### src/rtl/bq_pkg.sv
`timescale 1ns / 1ps

package bq_pkg;

  localparam int unsigned CHANNELS_DEF    = 8;
  localparam int unsigned DELAY_WIDTH_DEF = 48;

  localparam int unsigned WORD_W    = 32;
  localparam int unsigned CH_W      = 3;
  localparam int unsigned COEF_W    = 32;
  localparam int unsigned CFG_IDX_W = 3;

  // Coefficient register indexes
  localparam logic [CFG_IDX_W-1:0] REG_B0 = 3'd0;
  localparam logic [CFG_IDX_W-1:0] REG_B1 = 3'd1;
  localparam logic [CFG_IDX_W-1:0] REG_B2 = 3'd2;
  localparam logic [CFG_IDX_W-1:0] REG_A1 = 3'd3;
  localparam logic [CFG_IDX_W-1:0] REG_A2 = 3'd4;

  localparam logic signed [COEF_W-1:0] B0_RST = 32'sh1000_0000;

  // One step of the shared multiply/accumulate unit
  typedef enum logic [2:0] {
    STEP_NONE,
    STEP_INIT,
    STEP_MAG,
    STEP_MLO,
    STEP_MHI,
    STEP_FIN,
    STEP_ACC
  } bq_step_e;

  typedef struct packed {
    bq_step_e step;
    logic     negate;
    logic     acc_load;
  } bq_ctrl_t;

endpackage

### src/rtl/bq_if.sv
`timescale 1ns / 1ps

interface bq_in_if;
  logic                                valid;
  logic                                ready;
  logic signed [bq_pkg::WORD_W-1:0]    sample_word;
  logic        [bq_pkg::CH_W-1:0]      channel;

  modport source (output valid, sample_word, channel, input ready);
  modport sink   (input valid, sample_word, channel, output ready);
endinterface

interface bq_out_if;
  logic                                valid;
  logic                                ready;
  logic signed [bq_pkg::WORD_W-1:0]    filtered_word;

  modport source (output valid, filtered_word, input ready);
  modport sink   (input valid, filtered_word, output ready);
endinterface

### src/rtl/biquad_df2_multichannel_unit.sv
`timescale 1ns / 1ps

// Channel   Dir  Payload                          Handshake
// in_i      in   sample_word[31:0], channel[2:0]  valid/ready
// out_o     out  filtered_word[31:0]              valid/ready
// cfg       in   cfg_idx_i, cfg_wdata_i           cfg_we_i, no stall
//
// Each item runs from transfer to the next possible transfer through one
// delay read, five products on the shared 32x32 multiplier, each in the steps
// magnitude, low limb, high limb, round/clamp and accumulate, and a final
// step to round the result and write back the delays.
// Reset clears all delays (per-channel valid bits) and loads default coefficients.
// A result held in the output register stalls only the final step.
module biquad_df2_multichannel_unit #(
  parameter int unsigned CHANNELS    = bq_pkg::CHANNELS_DEF,
  parameter int unsigned DELAY_WIDTH = bq_pkg::DELAY_WIDTH_DEF
) (
  input  logic                           clk_i,
  input  logic                           rst_ni,
  bq_in_if.sink                          in_i,
  bq_out_if.source                       out_o,
  input  logic                           cfg_we_i,
  input  logic [bq_pkg::CFG_IDX_W-1:0]   cfg_idx_i,
  input  logic [bq_pkg::COEF_W-1:0]      cfg_wdata_i
);
  import bq_pkg::*;

  localparam int unsigned AW = (CHANNELS > 1) ? $clog2(CHANNELS) : 1;
  localparam int unsigned DW = DELAY_WIDTH;

  // Product order within one item
  localparam logic [2:0] P_A1 = 3'd0;
  localparam logic [2:0] P_A2 = 3'd1;
  localparam logic [2:0] P_B0 = 3'd2;
  localparam logic [2:0] P_B1 = 3'd3;
  localparam logic [2:0] P_B2 = 3'd4;

  typedef enum logic [3:0] {
    ST_IDLE,
    ST_READ,
    ST_MAG,
    ST_MLO,
    ST_MHI,
    ST_FIN,
    ST_ACC,
    ST_OUT
  } state_e;

  state_e                    state_q;
  logic [2:0]                cnt_q;
  logic signed [DW-1:0]      x_q;
  logic [AW-1:0]             ch_q;
  logic                      ch_ok_q;
  logic signed [DW-1:0]      w1_q;
  logic signed [DW-1:0]      w2_q;
  logic signed [DW-1:0]      w_q;
  logic                      out_vld_q;
  logic [WORD_W-1:0]         out_word_q;
  logic [CHANNELS-1:0]       vld_q;

  logic signed [COEF_W-1:0]  b0_q, b1_q, b2_q, a1_q, a2_q;

  logic [8:0]                ch_ext;
  logic                      ch_ok;
  logic                      in_xfer;
  logic                      out_free;
  logic                      out_load;
  logic                      wb_en;
  logic [2*DW-1:0]           rd_data;
  logic [2*DW-1:0]           wr_data;

  bq_ctrl_t                  ctrl;
  logic signed [DW-1:0]      opd;
  logic signed [COEF_W-1:0]  coef;
  logic signed [DW-1:0]      x_in;
  logic signed [DW-1:0]      acc;
  logic [24:0]               y_mag;
  logic [23:0]               q_mag;
  logic [23:0]               q_out;

  assign ch_ext   = 9'(in_i.channel);
  assign ch_ok    = ch_ext < 9'(CHANNELS);
  assign in_i.ready = (state_q == ST_IDLE);
  assign in_xfer  = in_i.valid && in_i.ready;
  assign out_free = !out_vld_q || out_o.ready;
  assign out_load = (state_q == ST_OUT) && out_free;
  assign wb_en    = out_load && ch_ok_q;
  assign wr_data  = {w1_q, w_q};
  assign x_in     = DW'($signed(in_i.sample_word[WORD_W-1:8])) <<< 1;

  // Coefficient registers
  always_ff @(posedge clk_i or negedge rst_ni) begin
    if (!rst_ni) begin
      b0_q <= B0_RST;
      b1_q <= '0;
      b2_q <= '0;
      a1_q <= '0;
      a2_q <= '0;
    end else if (cfg_we_i) begin
      unique case (cfg_idx_i)
        REG_B0:  b0_q <= cfg_wdata_i;
        REG_B1:  b1_q <= cfg_wdata_i;
        REG_B2:  b2_q <= cfg_wdata_i;
        REG_A1:  a1_q <= cfg_wdata_i;
        REG_A2:  a2_q <= cfg_wdata_i;
        default: begin
        end
      endcase
    end
  end

  // Delay store: low half holds w[n-1], high half w[n-2]
  bq_ram #(
    .Width (2 * DW),
    .Depth (CHANNELS),
    .AddrW (AW)
  ) u_ram (
    .clk_i   (clk_i),
    .we_i    (wb_en),
    .waddr_i (ch_q),
    .wdata_i (wr_data),
    .re_i    (in_xfer),
    .raddr_i (ch_ext[AW-1:0]),
    .rdata_o (rd_data)
  );

  always_ff @(posedge clk_i or negedge rst_ni) begin
    if (!rst_ni) begin
      vld_q <= '0;
    end else if (wb_en) begin
      vld_q[ch_q] <= 1'b1;
    end
  end

  // Operand and step selection for the shared unit
  always_comb begin
    ctrl.negate   = 1'b0;
    ctrl.acc_load = (cnt_q == P_B0);
    opd           = w1_q;
    coef          = b1_q;
    unique case (cnt_q)
      P_A1: begin
        opd = w1_q; coef = a1_q; ctrl.negate = 1'b1;
      end
      P_A2: begin
        opd = w2_q; coef = a2_q; ctrl.negate = 1'b1;
      end
      P_B0: begin
        opd = acc; coef = b0_q;
      end
      P_B1: begin
        opd = w1_q; coef = b1_q;
      end
      P_B2: begin
        opd = w2_q; coef = b2_q;
      end
      default: begin
      end
    endcase
    unique case (state_q)
      ST_READ: ctrl.step = STEP_INIT;
      ST_MAG:  ctrl.step = STEP_MAG;
      ST_MLO:  ctrl.step = STEP_MLO;
      ST_MHI:  ctrl.step = STEP_MHI;
      ST_FIN:  ctrl.step = STEP_FIN;
      ST_ACC:  ctrl.step = STEP_ACC;
      default: ctrl.step = STEP_NONE;
    endcase
  end

  bq_mulq #(
    .DelayW (DW)
  ) u_mulq (
    .clk_i  (clk_i),
    .rst_ni (rst_ni),
    .ctrl_i (ctrl),
    .opd_i  (opd),
    .coef_i (coef),
    .init_i (x_q),
    .acc_o  (acc)
  );

  // Round half away from zero; only the low 24 bits survive
  always_comb begin
    y_mag = acc[DW-1] ? (25'd0 - acc[24:0]) : acc[24:0];
    q_mag = y_mag[24:1] + 24'(y_mag[0]);
    q_out = acc[DW-1] ? (24'd0 - q_mag) : q_mag;
  end

  always_ff @(posedge clk_i or negedge rst_ni) begin
    if (!rst_ni) begin
      state_q    <= ST_IDLE;
      cnt_q      <= P_A1;
      x_q        <= '0;
      ch_q       <= '0;
      ch_ok_q    <= 1'b0;
      w1_q       <= '0;
      w2_q       <= '0;
      w_q        <= '0;
      out_vld_q  <= 1'b0;
      out_word_q <= '0;
    end else begin
      // Load a new result or drop the one that just transferred
      if (out_load) begin
        out_vld_q  <= 1'b1;
        out_word_q <= {q_out, 8'h00};
      end else if (out_o.ready) begin
        out_vld_q <= 1'b0;
      end
      unique case (state_q)
        ST_IDLE: begin
          if (in_xfer) begin
            x_q     <= x_in;
            ch_q    <= ch_ext[AW-1:0];
            ch_ok_q <= ch_ok;
            state_q <= ST_READ;
          end
        end
        ST_READ: begin
          // Unwritten or out-of-range channels read as zero delays
          if (ch_ok_q && vld_q[ch_q]) begin
            w1_q <= rd_data[DW-1:0];
            w2_q <= rd_data[2*DW-1:DW];
          end else begin
            w1_q <= '0;
            w2_q <= '0;
          end
          cnt_q   <= P_A1;
          state_q <= ST_MAG;
        end
        ST_MAG: begin
          if (cnt_q == P_B0) begin
            w_q <= acc;
          end
          state_q <= ST_MLO;
        end
        ST_MLO: state_q <= ST_MHI;
        ST_MHI: state_q <= ST_FIN;
        ST_FIN: state_q <= ST_ACC;
        ST_ACC: begin
          if (cnt_q == P_B2) begin
            state_q <= ST_OUT;
          end else begin
            cnt_q   <= cnt_q + 3'd1;
            state_q <= ST_MAG;
          end
        end
        ST_OUT: begin
          if (out_free) begin
            state_q <= ST_IDLE;
          end
        end
        default: state_q <= ST_IDLE;
      endcase
    end
  end

  assign out_o.valid         = out_vld_q;
  assign out_o.filtered_word = out_word_q;

endmodule

### src/rtl/bq_ram.sv
`timescale 1ns / 1ps

module bq_ram #(
  parameter int unsigned Width = 96,
  parameter int unsigned Depth = 8,
  parameter int unsigned AddrW = (Depth > 1) ? $clog2(Depth) : 1
) (
  input  logic             clk_i,
  input  logic             we_i,
  input  logic [AddrW-1:0] waddr_i,
  input  logic [Width-1:0] wdata_i,
  input  logic             re_i,
  input  logic [AddrW-1:0] raddr_i,
  output logic [Width-1:0] rdata_o
);

  logic [Width-1:0] mem [Depth];
  logic [Width-1:0] rdata_q;

  always_ff @(posedge clk_i) begin
    if (we_i) begin
      mem[waddr_i] <= wdata_i;
    end
    if (re_i) begin
      rdata_q <= mem[raddr_i];
    end
  end

  assign rdata_o = rdata_q;

endmodule

### src/rtl/bq_mulq.sv
`timescale 1ns / 1ps

module bq_mulq #(
  parameter int unsigned DelayW = 48
) (
  input  logic                              clk_i,
  input  logic                              rst_ni,
  input  bq_pkg::bq_ctrl_t                  ctrl_i,
  input  logic signed [DelayW-1:0]          opd_i,
  input  logic signed [bq_pkg::COEF_W-1:0]  coef_i,
  input  logic signed [DelayW-1:0]          init_i,
  output logic signed [DelayW-1:0]          acc_o
);
  import bq_pkg::*;

  localparam logic [DelayW-1:0] DMAX = {1'b0, {(DelayW-1){1'b1}}};
  localparam logic [DelayW-1:0] DMIN = {1'b1, {(DelayW-1){1'b0}}};

  logic [63:0]        md_q;
  logic [COEF_W-1:0]  mc_q;
  logic               neg_q;
  logic [63:0]        lo_q;
  logic [63:0]        hi_q;
  logic [35:0]        lrnd_q;
  logic [DelayW-1:0]  prod_q;
  logic [DelayW-1:0]  acc_q;

  logic [DelayW-1:0]  md_d;
  logic [COEF_W-1:0]  mc_d;
  logic [31:0]        mul_a;
  logic [63:0]        mul_p;
  logic [63:0]        lo_rnd;
  logic [67:0]        r_sum;
  logic [67:0]        r_lim;
  logic [67:0]        r_clip;
  logic [DelayW-1:0]  prod_d;
  logic [DelayW:0]    s_sum;
  logic [DelayW-1:0]  s_sat;

  always_comb begin
    md_d   = opd_i[DelayW-1] ? (DelayW'(0) - opd_i) : opd_i;
    mc_d   = coef_i[COEF_W-1] ? (COEF_W'(0) - coef_i) : coef_i;
    // one 32x32 multiplier serves both limbs
    mul_a  = (ctrl_i.step == STEP_MHI) ? md_q[63:32] : md_q[31:0];
    mul_p  = 64'(mul_a) * 64'(mc_q);
    lo_rnd = lo_q + 64'h0000_0000_0800_0000;
    // hi limb already sits 32 bits up; the 28-bit drop leaves 4
    r_sum  = {hi_q, 4'b0000} + 68'(lrnd_q);
    r_lim  = 68'(DMAX) + 68'(neg_q);
    r_clip = (r_sum > r_lim) ? r_lim : r_sum;
    prod_d = neg_q ? (DelayW'(0) - r_clip[DelayW-1:0]) : r_clip[DelayW-1:0];
    s_sum  = {acc_q[DelayW-1], acc_q} + {prod_q[DelayW-1], prod_q};
    if (s_sum[DelayW] != s_sum[DelayW-1]) begin
      s_sat = s_sum[DelayW] ? DMIN : DMAX;
    end else begin
      s_sat = s_sum[DelayW-1:0];
    end
  end

  always_ff @(posedge clk_i or negedge rst_ni) begin
    if (!rst_ni) begin
      md_q   <= '0;
      mc_q   <= '0;
      neg_q  <= 1'b0;
      lo_q   <= '0;
      hi_q   <= '0;
      lrnd_q <= '0;
      prod_q <= '0;
      acc_q  <= '0;
    end else begin
      unique case (ctrl_i.step)
        STEP_INIT: begin
          acc_q <= init_i;
        end
        STEP_MAG: begin
          md_q  <= 64'(md_d);
          mc_q  <= mc_d;
          neg_q <= opd_i[DelayW-1] ^ coef_i[COEF_W-1] ^ ctrl_i.negate;
        end
        STEP_MLO: begin
          lo_q <= mul_p;
        end
        STEP_MHI: begin
          hi_q   <= mul_p;
          lrnd_q <= lo_rnd[63:28];
        end
        STEP_FIN: begin
          prod_q <= prod_d;
        end
        STEP_ACC: begin
          acc_q <= ctrl_i.acc_load ? prod_q : s_sat;
        end
        default: begin
        end
      endcase
    end
  end

  assign acc_o = acc_q;

endmodule
### src/flat_wrapper.sv
// flat-port wrapper written by rule: the top's interface ports become plain ports
module biquad_df2_multichannel_unit_flat import bq_pkg::*;
#(
  parameter int unsigned CHANNELS    = bq_pkg::CHANNELS_DEF,
  parameter int unsigned DELAY_WIDTH = bq_pkg::DELAY_WIDTH_DEF
)
  (clk_i, rst_ni, cfg_we_i, cfg_idx_i, cfg_wdata_i, in_i_valid, in_i_sample_word, in_i_channel, in_i_ready, out_o_valid, out_o_filtered_word, out_o_ready);
  bq_in_if in_i_i ();
  bq_out_if out_o_i ();
  input  logic clk_i;
  input  logic rst_ni;
  input  logic cfg_we_i;
  input  logic [bq_pkg::CFG_IDX_W-1:0] cfg_idx_i;
  input  logic [bq_pkg::COEF_W-1:0] cfg_wdata_i;
  input wire logic [$bits(in_i_i.valid)-1:0] in_i_valid;
  input wire logic [$bits(in_i_i.sample_word)-1:0] in_i_sample_word;
  input wire logic [$bits(in_i_i.channel)-1:0] in_i_channel;
  output wire logic [$bits(in_i_i.ready)-1:0] in_i_ready;
  output wire logic [$bits(out_o_i.valid)-1:0] out_o_valid;
  output wire logic [$bits(out_o_i.filtered_word)-1:0] out_o_filtered_word;
  input wire logic [$bits(out_o_i.ready)-1:0] out_o_ready;
  assign in_i_i.valid = in_i_valid;
  assign in_i_i.sample_word = in_i_sample_word;
  assign in_i_i.channel = in_i_channel;
  assign in_i_ready = in_i_i.ready;
  assign out_o_valid = out_o_i.valid;
  assign out_o_filtered_word = out_o_i.filtered_word;
  assign out_o_i.ready = out_o_ready;
  biquad_df2_multichannel_unit #(.CHANNELS(CHANNELS), .DELAY_WIDTH(DELAY_WIDTH)) u_core (.clk_i(clk_i), .rst_ni(rst_ni), .in_i(in_i_i), .out_o(out_o_i), .cfg_we_i(cfg_we_i), .cfg_idx_i(cfg_idx_i), .cfg_wdata_i(cfg_wdata_i));
endmodule
### config.mk
export PLATFORM = sky130hd
export DESIGN_NAME = biquad_df2_multichannel_unit_flat
export DESIGN_NICKNAME = d
export VERILOG_FILES = /design/src/rtl/bq_pkg.sv /design/src/rtl/bq_if.sv /design/src/rtl/biquad_df2_multichannel_unit.sv /design/src/rtl/bq_ram.sv /design/src/rtl/bq_mulq.sv /design/src/flat_wrapper.sv
export SDC_FILE = /design/constraint.sdc
export NUM_CORES = 2
export LEC_CHECK = 0
export BUFFER_PORTS_ARGS = -buffer_cell sky130_fd_sc_hd__buf_2
export CORE_ASPECT_RATIO = 0.9
export CORE_MARGIN = 4
export CORE_UTILIZATION = 36
export CTS_CLUSTER_SIZE = 30
export DETAILED_ROUTE_END_ITERATION = 8
export GPL_TIMING_DRIVEN = 1
export PLACE_DENSITY = 0.5
export SYNTH_ARGS = -nofsm -noshare
export SYNTH_HDL_FRONTEND = slang
export SYNTH_SLANG_ARGS = --single-unit
### constraint.sdc
create_clock -name clk_i -period 31.2 [get_ports clk_i]
set_clock_uncertainty 0.05 [all_clocks]
set_input_delay 6.24 -clock clk_i [delete_from_list [all_inputs] [get_ports clk_i]]
set_output_delay 6.24 -clock clk_i [all_outputs]
set_load 0.03 [all_outputs]
==> impl_metrics.csv <==
group,metric,value,unit
die,die-area,299500,µm²
critical_path,path_delay_family,"adder cells",
cts,clk_latency,0.92,ns
critical_path,max_stage_delay,0.78,ns
synthesis,yosys.area_share.xor_xnor,2.669,%
cts,cts_resized,0,
sta,holdWs,0.3713,ns
synthesis,synth_fa_ha_area_share,22.07,%
critical_path,crit_slowest_cell,"nand2_2",
synthesis,synthesis.area,104700,µm²
critical_path,path_max_fanout,34,
placement,postPlaceCellArea,109600,µm²
cells_and_area,drive_gt1_share,12.85,%
drt,vias,71080,
cells_and_area,fin_nets,10440,
drt,viasPerCell,5.433,
cts,hold_buffers,0,
synthesis,ys_warn_count,0,
cells_and_area,final_area,115400,µm²
synthesis,synth-compound-area-share,8.881,%
synthesis,synth_cell_types,97,
synthesis,synthCells,9144,
sta,finalCriticalPeriod,11.59,ns
cts,cts_tree,"yes",
critical_path,critPathKind,"reg -> reg",
drt,drc,0,
min_path,hold_path_class,"reg -> reg",
drt,firstDrtPassIters,8,
sta,rsz0062_at_grt,"false",
cts,cts.sinks,1549,
synthesis,synth_seq_area_share,41.16,%
die,fp.dieH,519.6,µm
grt,grt_usage,21.15,%
grt,grt-busiest-layer,"met2",
drt,drtAntennaViolNets,0,
synthesis,synth_mux_area_share,8.124,%
grt,antenna_found_initial,18,
synthesis,async_flop_share,44.22,%
cts,cts_max_level,4,
cts,clockBufferDepth,4,
drt,routedWlPerCell,24.34,µm
run,drv_cap,0,
cells_and_area,fill_cells,27570,
grt,grt_use_met2,32.70,%
cts,cts_made_buffers,178,
grt,grt_overflow,0,
die,start_util,36.23,%
sta,maxSlewHeadroom,22.70,%
sta,finalHoldViolations,0,
sta,fin_crit_sh,37.14,%
cells_and_area,area_growth,10.19,%
critical_path,cp-start-kind,"flop",
critical_path,crit_top_cell,"fa_1",
drt,drt_iter0_markers,6066,
cts,post_cts_buffers,0,
grt,grt_pass1_wl,483300,µm
die,io_pins,109,
cts,clk_pin_slew,0.06,ns
die,core_area,289000,µm²
status,run_status,"completed",
die,die_w,576.4,µm
critical_path,arrival,12.19,ns
drt,drt_wl_total,318500,µm
synthesis,synth_edf_count,864,
sta,setup_violations,0,
synthesis,synth_simple_gate_area_share,11.57,%
synthesis,synth_seq_cells,1549,
critical_path,crit_buf_inv,5,
synthesis,avgSynthCellArea,11.45,µm²
critical_path,required,31.80,ns
placement,dp_hpwl,219000,µm
sta,worst_pin_slew,1.159,ns
grt,use_met1,31.43,%
grt,grt_use_met3,3.257,%
grt,grt_max_degree,198,
grt,first_global_vias,73710,
synthesis,ys.flop_type,"edfxtp_1",
placement,globalplace.congestion,0.8668,
critical_path,end_kind,"flop",
sta,layout_setup_ws,19.61,ns
synthesis,synth_top_family_by_area,"adder cells",
placement,pre_cts_ws,19.87,ns
die,std_cell_rows,187,
sta,max_freq,0.08629,GHz
sta,drv_slew,0,
sta,tns,0,ns
placement,io_buffers,92,
cts,root_buffer,"clkbuf_16",
-- cells in the mapped netlist, types with 12 or more instances --
| cell | count | area, µm² |
|---|---|---|
| nor2b_1 | 31 | 193.9 |
| or3_1 | 39 | 244.0 |
| a222oi_1 | 38 | 380.4 |
| and2_1 | 370 | 2315 |
| mux2_2 | 343 | 3862 |
| buf_1 | 43 | 161.4 |
| dfrtp_1 | 684 | 17120 |
| nor3_1 | 103 | 515.5 |
| nand3_1 | 113 | 565.5 |
| a21o_1 | 133 | 998.5 |
| or2_2 | 21 | 131.4 |
| o21a_1 | 21 | 157.7 |
| a21oi_1 | 297 | 1486 |
| nand4_1 | 59 | 369.1 |
| mux2i_1 | 25 | 250.2 |
| o21ai_0 | 415 | 2077 |
| o22ai_1 | 13 | 81.33 |
| clkbuf_1 | 484 | 1817 |
| a22oi_1 | 56 | 420.4 |
| a221oi_1 | 22 | 192.7 |
| or4_1 | 12 | 90.09 |
| xnor2_1 | 145 | 1270 |
| nand2_1 | 1085 | 4073 |
| o21bai_1 | 21 | 157.7 |
| edfxtp_1 | 864 | 25940 |
| buf_2 | 12 | 60.06 |
| a22o_1 | 103 | 902.1 |
| a211oi_1 | 51 | 382.9 |
| a311oi_1 | 19 | 166.4 |
| inv_1 | 965 | 3622 |
| mux4_2 | 195 | 4392 |
| nor4_1 | 30 | 187.7 |
| xor2_1 | 174 | 1524 |
| nand2b_1 | 33 | 206.5 |
| and3_1 | 305 | 1908 |
| a31oi_1 | 49 | 306.5 |
| o211ai_1 | 24 | 180.2 |
| ha_1 | 403 | 5042 |
| nor2_1 | 200 | 750.7 |
| and4_1 | 18 | 157.7 |
| fa_1 | 898 | 17980 |
| o31ai_1 | 28 | 210.2 |
| buf_4 | 12 | 90.09 |
-- registers in the layout, indices dropped and copies added, names as in the netlist, 36 cells and up --
| name | cells |
|---|---|
| u_core.u_mulq.acc_o | 48 |
| u_core.u_mulq.prod_q | 48 |
| u_core.w1_q | 48 |
| u_core.w_q | 48 |
| u_core.w2_q | 48 |
| u_core.u_mulq.md_q | 48 |
| u_core.u_mulq.lrnd_q | 36 |
| u_core.u_ram.rdata_o | 96 |
| u_core.u_ram.mem | 768 |
| u_core.u_mulq.lo_q | 37 |
| u_core.u_mulq.hi_q | 64 |
-- placed cells by master, fill, tap and decap left out, types with 305 or more instances in the layout --
cell,instances
nand2_1,1078
inv_1,965
fa_1,898
edfxtp_1,864
dfrtp_1,675
o21ai_0,413
ha_1,401
and2_1,368
mux2_2,343
and3_1,305
-- layer usage --
layer  part of all wire [%]  vias up
li1                       -    31330
met1                     47    37400
met2                     45     1965
met3                    6.2      382
met4                    2.0        4
met5                 0.0066        -
-- final timing paths --
kind | start | to | slack, ns | depth (start not counted)
setup / recovery | u_core.state_q[1] | u_core.u_mulq.hi_q[63] | 19.61 | 32
hold / removal | u_core.u_ram.rdata_o[70] | u_core.w2_q[22] | 0.37 | 1
setup reg to reg | u_core.state_q[1] | u_core.u_mulq.hi_q[63] | 19.61 | 32
hold reg to reg | u_core.u_ram.rdata_o[70] | u_core.w2_q[22] | 0.37 | 1
max in group asynchronous | rst_ni | u_core.u_mulq.mc_q[22] | 21.18 | 6
min in group asynchronous | rst_ni | u_core.u_mulq.prod_q[21] | 5.32 | 1
-- kinds of logic (layout without fill, tap and decap cells) --
group           count (synthesis)  in the layout
buf+inv                      1520           1573
flops                        1549           1549
mux                           563            563
other cells                     1             13
fa+ha+maj                    1309           1309
simple gates                 2466           2466
compound gates               1417           1417
xor+xnor                      319            319
-- area by class of cell --
type | instances | area [µm²] | share of cell area (%)
clock inverters | 74 | 842.1 | 0.7300
diodes | 5 | 12.51 | 0.01085
clock buffers | 242 | 4928 | 4.273
inverters | 966 | 3626 | 3.143
repair buffers | 291 | 2016 | 1.747
flip-flops and latches | 1549 | 43100 | 37.36
well taps | 3874 | 4847 | 4.202
multi-input cells | 6082 | 55980 | 48.53
-- through the flow --
step / util, % / instances
after CTS: 39.92 / 13080
after global routing: 39.92 / 13080
final: 39.92 / 13080
after floorplan: - / 9151
after detailed placement: 37.92 / 12760
after global placement: 37.92 / 12760
Power is left out: the tool's default activity adds up to more than one toggle a clock period on the data nets, which glitch-free logic cannot reach.
